## config.mk

```make
export PLATFORM = sky130hd
export DESIGN_NAME = antenna_tuner_binary_search_unit
export DESIGN_NICKNAME = d
export VERILOG_FILES = /design/src/hdl/ats_pkg.sv /design/src/hdl/antenna_tuner_binary_search_unit.sv
export VERILOG_INCLUDE_DIRS = /design/src /design/src/hdl
export SDC_FILE = /design/constraint.sdc
export NUM_CORES = 2
export LEC_CHECK = 0
export BUFFER_PORTS_ARGS = -buffer_cell sky130_fd_sc_hd__buf_2
export CAP_MARGIN = 10
export CELL_PAD_IN_SITES_DETAIL_PLACEMENT = 1
export CELL_PAD_IN_SITES_GLOBAL_PLACEMENT = 2
export CORE_UTILIZATION = 41
export DETAILED_ROUTE_END_ITERATION = 8
export HOLD_SLACK_MARGIN = 0.15
export PLACE_DENSITY = 0.79
export SYNTH_ARGS = -nofsm -noshare
export SYNTH_HDL_FRONTEND = slang
export SYNTH_SLANG_ARGS = --single-unit
```

## constraint.sdc

```tcl
create_clock -name aclk -period 13.3 [get_ports aclk]
set_clock_uncertainty 0.2 [all_clocks]
set_input_delay 0.665 -clock aclk [delete_from_list [all_inputs] [get_ports aclk]]
set_output_delay 0.665 -clock aclk [all_outputs]
set_load 0.01 [all_outputs]
```

## src/hdl/antenna_tuner_binary_search_unit_macros.svh

```systemverilog
// Assertion helpers shared by the tuner RTL.
`ifndef ANTENNA_TUNER_BINARY_SEARCH_UNIT_MACROS_SVH
`define ANTENNA_TUNER_BINARY_SEARCH_UNIT_MACROS_SVH

// Check on every clock edge outside reset.
`define ATS_ASSERT(label, prop, msg) \
    label: assert property (@(posedge aclk) disable iff (!aresetn) prop) \
        else $error(msg);

// Check on every clock edge, reset included.
`define ATS_ASSERT_ALWAYS(label, prop, msg) \
    label: assert property (@(posedge aclk) prop) else $error(msg);

`endif

```

## src/hdl/ats_pkg.sv

```systemverilog
package ats_pkg;

    localparam int SUM_BITS = 17;
    localparam logic [7:0] CODE_MAX = 8'd255;

    typedef logic [SUM_BITS-1:0] sum_t;
    typedef logic signed [9:0] code_t;

    // input kind (s_axis_tuser)
    localparam logic KIND_TUNE = 1'b0;
    localparam logic KIND_MEAS = 1'b1;

    typedef enum logic [1:0] {
        ST_RESET = 2'd0,
        ST_BUSY  = 2'd1,
        ST_PASS  = 2'd2,
        ST_FAIL  = 2'd3
    } status_t;

    typedef enum logic [5:0] {
        PH_IDLE    = 6'b000001,
        PH_IND     = 6'b000010,
        PH_CAP     = 6'b000100,
        PH_IND_EXT = 6'b001000,
        PH_CAP_EXT = 6'b010000,
        PH_CHECK   = 6'b100000
    } phase_t;

    typedef enum logic [3:0] {
        PR_NONE  = 4'b0001,
        PR_LOW   = 4'b0010,
        PR_HIGH  = 4'b0100,
        PR_FINAL = 4'b1000
    } pend_t;

    // band edges in Hz and start ranges
    localparam logic [31:0] BAND_F0 = 32'd5000000;
    localparam logic [31:0] BAND_F1 = 32'd10000000;
    localparam logic [31:0] BAND_F2 = 32'd20000000;
    localparam logic [31:0] BAND_F3 = 32'd40000000;
    localparam logic [8:0]  RANGE_B0 = 9'd255;
    localparam logic [8:0]  RANGE_B1 = 9'd128;
    localparam logic [8:0]  RANGE_B2 = 9'd64;
    localparam logic [8:0]  RANGE_B3 = 9'd16;
    localparam logic [8:0]  RANGE_B4 = 9'd8;

    localparam logic [7:0] VSWR_RESET = 8'd0;
    localparam logic [15:0] VSWR_LIMIT_RESET = 16'd768;

    // s_axis_tdata layout
    localparam int IN_FREQ_LSB = 0;
    localparam int IN_FWD_LSB  = 32;
    localparam int IN_REV_LSB  = IN_FWD_LSB + SUM_BITS;
    localparam int IN_PTT_BIT  = IN_REV_LSB + SUM_BITS;
    localparam int IN_BITS     = IN_PTT_BIT + 1;
    localparam int IN_BYTES_W  = ((IN_BITS + 7) / 8) * 8;

    localparam int OUT_BITS    = 20;
    localparam int OUT_BYTES_W = ((OUT_BITS + 7) / 8) * 8;

    function automatic logic [7:0] clamp_code(input logic [8:0] v);
        return (v > {1'b0, CODE_MAX}) ? CODE_MAX : v[7:0];
    endfunction

endpackage

```

## src/hdl/antenna_tuner_binary_search_unit.sv

```systemverilog
// Antenna tuner search controller. A tune transaction (tuser kind 0) picks a
// start range from the frequency, then the block bisects the inductor code
// and after it the signed capacitor code, widening a search while its result
// sits at the range limit, and finally asks for one check measurement that is
// judged against the VSWR limit. Every probe leaves as one result transaction
// with the relay pattern and measure_request set; the host answers with a
// measurement transaction (kind 1) carrying the forward and reverse sums.
// Frequency 0 clears all relays; PTT low ends a tune as failed. Tune requests
// during a tune and stray measurements are dropped without a result. Pipeline:
// one input register, combinational decision logic (two 17x17 cross products
// and a compare) and one result register; a transaction is taken every cycle
// while the result side keeps up, and its result goes from the input register
// to the result register. The VSWR limit register may only be written while idle.
module antenna_tuner_binary_search_unit
    import ats_pkg::*;
(
    input  logic                   aclk,
    input  logic                   aresetn,
    // configuration: vswr_limit_q8
    input  logic                   cfg_wr_en,
    input  logic [15:0]            cfg_wr_data,
    // input: frequency_hz, forward_sum, reverse_sum, ptt_on (low bit up)
    input  logic                   s_axis_tvalid,
    output logic                   s_axis_tready,
    input  logic [IN_BYTES_W-1:0]  s_axis_tdata,
    // tuser: kind
    input  logic [0:0]             s_axis_tuser,
    // result: inductor_relays, capacitor_relays, measure_request, tune_state
    output logic                   m_axis_tvalid,
    input  logic                   m_axis_tready,
    output logic [OUT_BYTES_W-1:0] m_axis_tdata
);

    // configuration
    logic [15:0] vswr_limit_reg;

    // input register
    logic        in_vld_reg;
    logic        in_kind_reg;
    logic [31:0] in_freq_reg;
    sum_t        in_fwd_reg;
    sum_t        in_rev_reg;
    logic        in_ptt_reg;

    // search state
    logic [7:0] ind_reg, ind_next;
    logic [8:0] cap_reg, cap_next;
    status_t    status_reg, status_next;
    phase_t     phase_reg, phase_next;
    pend_t      pend_reg, pend_next;
    code_t      low_reg, low_next;
    code_t      high_reg, high_next;
    sum_t       lf_reg, lf_next, lr_reg, lr_next;
    sum_t       hf_reg, hf_next, hr_reg, hr_next;
    logic [7:0] rlim_reg, rlim_next;
    logic [7:0] clim_reg, clim_next;
    logic       opening_reg, opening_next;

    // result register
    logic                   out_vld_reg, out_vld_next;
    logic [OUT_BYTES_W-1:0] out_data_reg, out_data_next;

    logic fire;
    logic out_free;

    // decision helpers
    logic [7:0]            start_lim;
    logic [7:0]            rlim_grow, clim_grow;
    logic                  ind_ext_ok, cap_ext_ok;
    logic [2*SUM_BITS-1:0] prod_low, prod_high;
    logic [SUM_BITS:0]     chk_sum;
    sum_t                  chk_diff;
    logic [32:0]           chk_lhs, chk_rhs;
    logic                  chk_bad;
    code_t                 diff, half, neg_code;

    logic    ss_en;
    phase_t  ss_phase;
    code_t   ss_lo, ss_hi;
    logic    probe_en;
    code_t   probe_code;
    logic    fin_en;
    logic    emit, emit_req;
    status_t emit_st;

    // Advance the logic stage only when the result slot can take its output.
    assign out_free      = !out_vld_reg || m_axis_tready;
    assign fire          = in_vld_reg && out_free;
    assign s_axis_tready = !in_vld_reg || out_free;

    assign m_axis_tvalid = out_vld_reg;
    assign m_axis_tdata  = out_data_reg;

    // Start range from the band, clamped to the code range.
    always_comb begin
        if (in_freq_reg < BAND_F0) begin
            start_lim = clamp_code(RANGE_B0);
        end else if (in_freq_reg < BAND_F1) begin
            start_lim = clamp_code(RANGE_B1);
        end else if (in_freq_reg < BAND_F2) begin
            start_lim = clamp_code(RANGE_B2);
        end else if (in_freq_reg < BAND_F3) begin
            start_lim = clamp_code(RANGE_B3);
        end else begin
            start_lim = clamp_code(RANGE_B4);
        end
    end

    assign rlim_grow  = clamp_code({rlim_reg, 1'b0});
    assign clim_grow  = clamp_code({clim_reg, 1'b0});
    assign ind_ext_ok = (ind_reg == rlim_reg) && (rlim_reg < CODE_MAX);
    assign cap_ext_ok = (cap_reg[7:0] == clim_reg) && (clim_reg < CODE_MAX);

    // Cross products: the low end wins when rev_lo*fwd_hi < rev_hi*fwd_lo.
    // The fresh measurement replaces whichever end is pending.
    always_comb begin
        lf_next = lf_reg;
        lr_next = lr_reg;
        hf_next = hf_reg;
        hr_next = hr_reg;
        if (fire && in_kind_reg == KIND_MEAS && in_ptt_reg
                && phase_reg != PH_IDLE) begin
            if (pend_reg == PR_LOW) begin
                lf_next = in_fwd_reg;
                lr_next = in_rev_reg;
            end else if (pend_reg == PR_HIGH) begin
                hf_next = in_fwd_reg;
                hr_next = in_rev_reg;
            end
        end
    end

    assign prod_low  = lr_next * hf_next;
    assign prod_high = hr_next * lf_next;

    // Final VSWR check: fail when rev >= fwd or (fwd+rev)*256 > limit*(fwd-rev).
    assign chk_sum  = {1'b0, in_fwd_reg} + {1'b0, in_rev_reg};
    assign chk_diff = in_fwd_reg - in_rev_reg;
    assign chk_lhs  = {7'd0, chk_sum, 8'd0};
    assign chk_rhs  = vswr_limit_reg * chk_diff;
    assign chk_bad  = (in_rev_reg >= in_fwd_reg) || (chk_lhs > chk_rhs);

    assign diff = high_reg - low_reg;
    assign half = diff >>> 1;

    always_comb begin
        ind_next     = ind_reg;
        cap_next     = cap_reg;
        status_next  = status_reg;
        phase_next   = phase_reg;
        pend_next    = pend_reg;
        low_next     = low_reg;
        high_next    = high_reg;
        rlim_next    = rlim_reg;
        clim_next    = clim_reg;
        opening_next = opening_reg;
        ss_en        = 1'b0;
        ss_phase     = PH_IDLE;
        ss_lo        = '0;
        ss_hi        = '0;
        probe_en     = 1'b0;
        probe_code   = '0;
        fin_en       = 1'b0;
        emit         = 1'b0;
        emit_req     = 1'b0;
        emit_st      = ST_RESET;
        neg_code     = '0;

        if (fire) begin
            if (in_kind_reg == KIND_TUNE) begin
                if (status_reg != ST_BUSY) begin
                    if (in_freq_reg == '0) begin
                        // clear all relays
                        ind_next     = '0;
                        cap_next     = '0;
                        status_next  = ST_RESET;
                        phase_next   = PH_IDLE;
                        pend_next    = PR_NONE;
                        opening_next = 1'b0;
                        emit         = 1'b1;
                        emit_st      = ST_RESET;
                    end else if (!in_ptt_reg) begin
                        status_next  = ST_FAIL;
                        phase_next   = PH_IDLE;
                        pend_next    = PR_NONE;
                        opening_next = 1'b0;
                        emit         = 1'b1;
                        emit_st      = ST_FAIL;
                    end else begin
                        rlim_next   = start_lim;
                        clim_next   = start_lim;
                        cap_next    = '0;
                        status_next = ST_BUSY;
                        ss_en       = 1'b1;
                        ss_phase    = PH_IND;
                        ss_lo       = '0;
                        ss_hi       = code_t'({2'b00, start_lim});
                    end
                end
            end else if (phase_reg != PH_IDLE && pend_reg != PR_NONE) begin
                if (!in_ptt_reg) begin
                    // keying dropped: stop where we are
                    status_next  = ST_FAIL;
                    phase_next   = PH_IDLE;
                    pend_next    = PR_NONE;
                    opening_next = 1'b0;
                    emit         = 1'b1;
                    emit_st      = ST_FAIL;
                end else if (pend_reg == PR_FINAL) begin
                    status_next  = chk_bad ? ST_FAIL : ST_PASS;
                    phase_next   = PH_IDLE;
                    pend_next    = PR_NONE;
                    opening_next = 1'b0;
                    emit         = 1'b1;
                    emit_st      = chk_bad ? ST_FAIL : ST_PASS;
                end else if (opening_reg) begin
                    // second end of a new search
                    opening_next = 1'b0;
                    pend_next    = PR_HIGH;
                    probe_en     = 1'b1;
                    probe_code   = high_reg;
                end else if (low_reg != high_reg) begin
                    if (prod_low < prod_high) begin
                        high_next  = low_reg + half;
                        pend_next  = PR_HIGH;
                        probe_en   = 1'b1;
                        probe_code = low_reg + half;
                    end else begin
                        low_next   = high_reg - half;
                        pend_next  = PR_LOW;
                        probe_en   = 1'b1;
                        probe_code = high_reg - half;
                    end
                end else begin
                    pend_next = PR_NONE;
                    fin_en    = 1'b1;
                end
            end
        end

        // Search converged: move to the next search or to the final check.
        if (fin_en) begin
            case (phase_reg)
                PH_IND: begin
                    ss_en    = 1'b1;
                    ss_phase = PH_CAP;
                    ss_lo    = -code_t'({2'b00, clim_reg});
                    ss_hi    = code_t'({2'b00, clim_reg});
                end
                default: begin
                    if (phase_reg != PH_CAP_EXT && ind_ext_ok) begin
                        rlim_next = rlim_grow;
                        ss_en     = 1'b1;
                        ss_phase  = PH_IND_EXT;
                        ss_lo     = code_t'({2'b00, rlim_reg});
                        ss_hi     = code_t'({2'b00, rlim_grow});
                    end else if (cap_ext_ok) begin
                        clim_next = clim_grow;
                        ss_en     = 1'b1;
                        ss_phase  = PH_CAP_EXT;
                        if (!cap_reg[8] && cap_reg[7:0] != '0) begin
                            ss_lo = code_t'({2'b00, clim_reg});
                            ss_hi = code_t'({2'b00, clim_grow});
                        end else begin
                            ss_lo = -code_t'({2'b00, clim_grow});
                            ss_hi = -code_t'({2'b00, clim_reg});
                        end
                    end else begin
                        phase_next = PH_CHECK;
                        pend_next  = PR_FINAL;
                        emit       = 1'b1;
                        emit_req   = 1'b1;
                        emit_st    = ST_BUSY;
                    end
                end
            endcase
        end

        if (ss_en) begin
            phase_next   = ss_phase;
            low_next     = ss_lo;
            high_next    = ss_hi;
            opening_next = 1'b1;
            pend_next    = PR_LOW;
            probe_en     = 1'b1;
            probe_code   = ss_lo;
        end

        // Drive the relays for the probed code and ask for a measurement.
        if (probe_en) begin
            neg_code = -probe_code;
            if (phase_next == PH_IND || phase_next == PH_IND_EXT) begin
                ind_next = probe_code[7:0];
            end else if (probe_code < 0) begin
                cap_next = {1'b1, neg_code[7:0]};
            end else begin
                cap_next = {1'b0, probe_code[7:0]};
            end
            emit     = 1'b1;
            emit_req = 1'b1;
            emit_st  = ST_BUSY;
        end
    end

    always_comb begin
        out_vld_next  = out_vld_reg;
        out_data_next = out_data_reg;
        if (out_free) begin
            out_vld_next = emit;
            if (emit) begin
                out_data_next = {(OUT_BYTES_W - OUT_BITS)'(0), emit_st, emit_req,
                                 cap_next, ind_next};
            end
        end
    end

    always_ff @(posedge aclk) begin
        if (!aresetn) begin
            vswr_limit_reg <= VSWR_LIMIT_RESET;
            in_vld_reg     <= 1'b0;
            out_vld_reg    <= 1'b0;
            ind_reg        <= VSWR_RESET;
            cap_reg        <= '0;
            status_reg     <= ST_RESET;
            phase_reg      <= PH_IDLE;
            pend_reg       <= PR_NONE;
            low_reg        <= '0;
            high_reg       <= '0;
            lf_reg         <= '0;
            lr_reg         <= '0;
            hf_reg         <= '0;
            hr_reg         <= '0;
            rlim_reg       <= '0;
            clim_reg       <= '0;
            opening_reg    <= 1'b0;
        end else begin
            if (cfg_wr_en) begin
                vswr_limit_reg <= cfg_wr_data;
            end
            if (s_axis_tvalid && s_axis_tready) begin
                in_vld_reg <= 1'b1;
            end else if (fire) begin
                in_vld_reg <= 1'b0;
            end
            out_vld_reg <= out_vld_next;
            ind_reg     <= ind_next;
            cap_reg     <= cap_next;
            status_reg  <= status_next;
            phase_reg   <= phase_next;
            pend_reg    <= pend_next;
            low_reg     <= low_next;
            high_reg    <= high_next;
            lf_reg      <= lf_next;
            lr_reg      <= lr_next;
            hf_reg      <= hf_next;
            hr_reg      <= hr_next;
            rlim_reg    <= rlim_next;
            clim_reg    <= clim_next;
            opening_reg <= opening_next;
        end
    end

    // payload: capture on accept, hold otherwise
    always_ff @(posedge aclk) begin
        if (s_axis_tvalid && s_axis_tready) begin
            in_kind_reg <= s_axis_tuser[0];
            in_freq_reg <= s_axis_tdata[IN_FREQ_LSB +: 32];
            in_fwd_reg  <= s_axis_tdata[IN_FWD_LSB +: SUM_BITS];
            in_rev_reg  <= s_axis_tdata[IN_REV_LSB +: SUM_BITS];
            in_ptt_reg  <= s_axis_tdata[IN_PTT_BIT];
        end
        out_data_reg <= out_data_next;
    end

    `include "antenna_tuner_binary_search_unit_macros.svh"

    `ATS_ASSERT(a_bounds_ordered, low_reg <= high_reg, "search bounds crossed")
    `ATS_ASSERT(a_idle_no_pending, (phase_reg == PH_IDLE) == (pend_reg == PR_NONE), "pending probe out of step with phase")
    `ATS_ASSERT(a_busy_matches_phase, (status_reg == ST_BUSY) == (phase_reg != PH_IDLE), "status out of step with phase")
    `ATS_ASSERT(a_request_while_busy, m_axis_tvalid && m_axis_tdata[17] |-> m_axis_tdata[19:18] == ST_BUSY, "measurement requested outside a tune")
    `ATS_ASSERT_ALWAYS(a_reset_no_result, !aresetn |=> !m_axis_tvalid, "result valid after reset")

endmodule
```

==> impl_metrics.env <==
export IMPL_outcome="finished, final reports clean"
export IMPL_viasPerCell=5.347
export IMPL_final_cells=6431
export IMPL_irDropWorstVdd_v=0.0002075
export IMPL_largest_incremental_delay_on_the_critical_path_ns=0.59
export IMPL_placed_cells=6285
export IMPL_floorplan_rows=117
export IMPL_totalNegativeSetupSlack_ns=0
export IMPL_max_slew_worst_pin_slew_ns=1.033
export IMPL_clock_fmax_mhz=79.08
export IMPL_drive_above_1_share_pct=7.507
export IMPL_setup_viol=0
export IMPL_final_hold_vio_count=0
export IMPL_core_area_um2=101700
export IMPL_clock_insertion_delay_worst_skew_ns=0.63
export IMPL_gr_usage_all_layers_pct=28.19
export IMPL_gate_count_of_the_mapped_netlist=4863
export IMPL_yosys_synthesis_warning_count=0
export IMPL_power_leakage_nw=22.11
export IMPL_die_h_um=322.3
export IMPL_timing_max_cap_violations=0
export IMPL_die_area_um2=103900
export IMPL_wl_per_cell_um=22.05
export IMPL_sinks_on_the_clock_net=240
export IMPL_drtPass1Iterations=5
export IMPL_initial_core_util_pct=41.36
export IMPL_final_period_utilization_pct=95.07
export IMPL_detailed_place_hpwl_um=114800
export IMPL_timing_critical_path_depth=42
export IMPL_critical_path_cell_with_the_highest_stage_delay="sky130_fd_sc_hd__fa_1"
export IMPL_path_class="reg -> reg"
export IMPL_postSynthAreaPerCell_um2=8.652
export IMPL_path_common_cell="sky130_fd_sc_hd__fa_1"
export IMPL_synthesis_area_um2=42080
export IMPL_cts_root_buf="sky130_fd_sc_hd__clkbuf_16"
export IMPL_syn_to_final_growth_pct=10.70
export IMPL_via_count=34387
export IMPL_grt_busiest_layer="met2"
export IMPL_antenna_found_initial=3
export IMPL_cts_tree="yes"
export IMPL_postSynthRegisterBits=240
export IMPL_gp_weighted_congestion=0.9131
export IMPL_cts_inserted_buffers=31
export IMPL_cts_htree_levels=1
export IMPL_worstRegToRegCells=42
export IMPL_placement_cell_area_um2=44600
export IMPL_cts_path_max_buffers=3
export IMPL_synth_edf_count=88
export IMPL_worst_setup_path_start_kind="flop"
export IMPL_required_ns=13.45
export IMPL_crit_family="adder cells"
export IMPL_clk_pin_slew_ns=0.06
export IMPL_fill_cells=11994
export IMPL_nNetsFinal=6228
export IMPL_initialDrtViolationCount=1843
export IMPL_finalWorstSetupSlack_ns=0.6552
export IMPL_critical_path_arrival_ns=12.80
export IMPL_overflow=0
export IMPL_netlist_cell_type_count=86
export IMPL_io_pins=120
export IMPL_synth_main_ff_cell="sky130_fd_sc_hd__dfxtp_1"
export IMPL_grt_pass1_wl_um=223700
export IMPL_postLayoutCellArea_um2=46580
export IMPL_timing_max_transition_violations_final=0
export IMPL_crit_path_max_fanout=21
export IMPL_seq_area_frac_synth_pct=13.51
export IMPL_antenna_left=0
export IMPL_min_path_cells=3
export IMPL_power_density_nw_per_um2=121.0
export IMPL_post_place_ws_ns=0.3493
export IMPL_largest_register_ffs=32
export IMPL_async_reset_ff_share_pct=0
export IMPL_hold_path_class="in -> reg"
export IMPL_globalRouteMet1Util_pct=38.94
export IMPL_grt_setup_unrepaired="no"
export IMPL_port_buffers=110
export IMPL_end_kind="flop"
export IMPL_fp_dieW_um=322.3
export IMPL_max_slew_margin_rel_pct=30.61
export IMPL_post_route_min_period_ns=12.64
export IMPL_detail_route_drc_violations=0
export IMPL_first_global_vias=37371
export IMPL_crit_buf_inv=8
export IMPL_grt_start_max_net_pins=69
export IMPL_drt_total_wl_um=141800
export IMPL_met3_usage_pct=2.976
export IMPL_use_met2_pct=47.16
-- path summary, 6_finish.rpt --
| kind | to | slack (ns) | from |
|---|---|---|---|
| setup / recovery | m_axis_tdata[15] | 0.66 | in_kind_reg |
| hold / removal | m_axis_tvalid | 0.19 | m_axis_tready |
| setup reg to reg | m_axis_tdata[15] | 0.66 | in_kind_reg |
| hold reg to reg | status_reg[0] | 0.31 | status_reg[0] |
-- cells in the final DEF (no fill, tap or decap), drive strengths merged, types with 37 or more instances in the layout --
cell and count:
nand3 49, ha 436, nor2b 37, nor2 479, edfxtp 88, dfxtp 152
mux2i 80, buf 225, fa 661, and2 102, xnor2 103, nor3 53
inv 918, a21o 53, nand2 672, a21oi 159, mux2 61, xor2 57
dlygate4sd3 85, o21ai 128
-- Yosys cell counts, drive strengths merged (27+ instances only) --
| library cell | number | area, µm² |
|---|---|---|
| and2 | 102 | 638.1 |
| xnor2 | 103 | 902.1 |
| xor2 | 57 | 499.2 |
| nand4 | 35 | 219.0 |
| nand2b | 34 | 212.7 |
| ha | 436 | 5455 |
| a21oi | 159 | 795.8 |
| o21ai | 128 | 640.6 |
| fa | 661 | 13230 |
| edfxtp | 88 | 2643 |
| mux2 | 61 | 686.9 |
| nor2b | 37 | 231.5 |
| inv | 912 | 3423 |
| mux2i | 80 | 800.8 |
| nor2 | 479 | 1798 |
| dfxtp | 152 | 3043 |
| nand2 | 672 | 2522 |
| nand3 | 49 | 245.2 |
| nor4 | 27 | 183.9 |
| clkbuf | 157 | 591.8 |
| a21o | 53 | 397.9 |
| nor3 | 53 | 265.3 |
-- layout make-up --
cell class	count	area (µm²)	share of cell area, %
Multi-Input combinational cell	3542	32350	69.45
Sequential cell	240	5685	12.21
Clock buffer	35	832.0	1.786
Inverter	912	3426	7.355
Clock inverter	23	252.7	0.5426
Antenna cell	1	2.502	0.005373
Timing Repair Buffer	310	2318	4.978
Tap cell	1368	1712	3.675
-- timing repair --
| action | in CTS | in global routing |
|---|---|---|
| resized for setup | 0 | 7 |
| hold endpoints to repair | 85 | 0 |
| buffers inserted | 0 | 2 |
| setup endpoints to repair | 0 | 4 |
| hold buffers | 85 | 0 |
-- per-layer routing --
layer	vias up	routed length, µm
li1	15776	-
met1	17744	64710
met2	703	67330
met3	162	6272
met4	2	3490
met5	-	13
-- metrics by stage --
step           util (%)  power [mW]  hold slack, ns
2_1_floorplan         -       3.669          0.2551
3_3_place_gp      43.83       4.627          0.2821
5_1_grt           45.78       6.247          0.1973
3_5_place_dp      43.83       4.709          0.2913
4_1_cts           45.74       5.693          0.1556
6_report          45.78       5.636          0.1880
-- worst register-to-register path: cells and delay by family (launching register included) --
kind | cells | cell delay (ns)
xor gates and xnor gates | 2 | 0.57
buffers and inverters | 8 | 1.11
and+or+nand+nor | 13 | 3.35
muxes | 1 | 0.21
AOI/OAI and AO/OA | 10 | 2.67
DFF | 1 | 0.50
adders and majority gates | 8 | 3.80
-- kinds of logic (layout without fill, tap and decap cells) --
kind of cell               after synthesis  in the layout  synth area share (%)
and+or+nand+nor                       1564           1564                 16.32
adders and majority gates             1097           1097                 44.42
buffers and inverters                 1084           1280                 9.748
AOI/OAI and AO/OA                      576            576                 9.132
DFF                                    240            240                 13.51
xor gates and xnor gates               160            160                 3.331
muxes                                  141            141                 3.536
other                                    1              5              0.008913
-- power breakdown --
part	switching, mW	internal [mW]	total [mW]
clock network	0.404	0.517	0.921
logic	2.26	1.62	3.88
registers	0.0523	0.783	0.836
total	2.72	2.92	5.64
(Power assumes the default switching activity.)
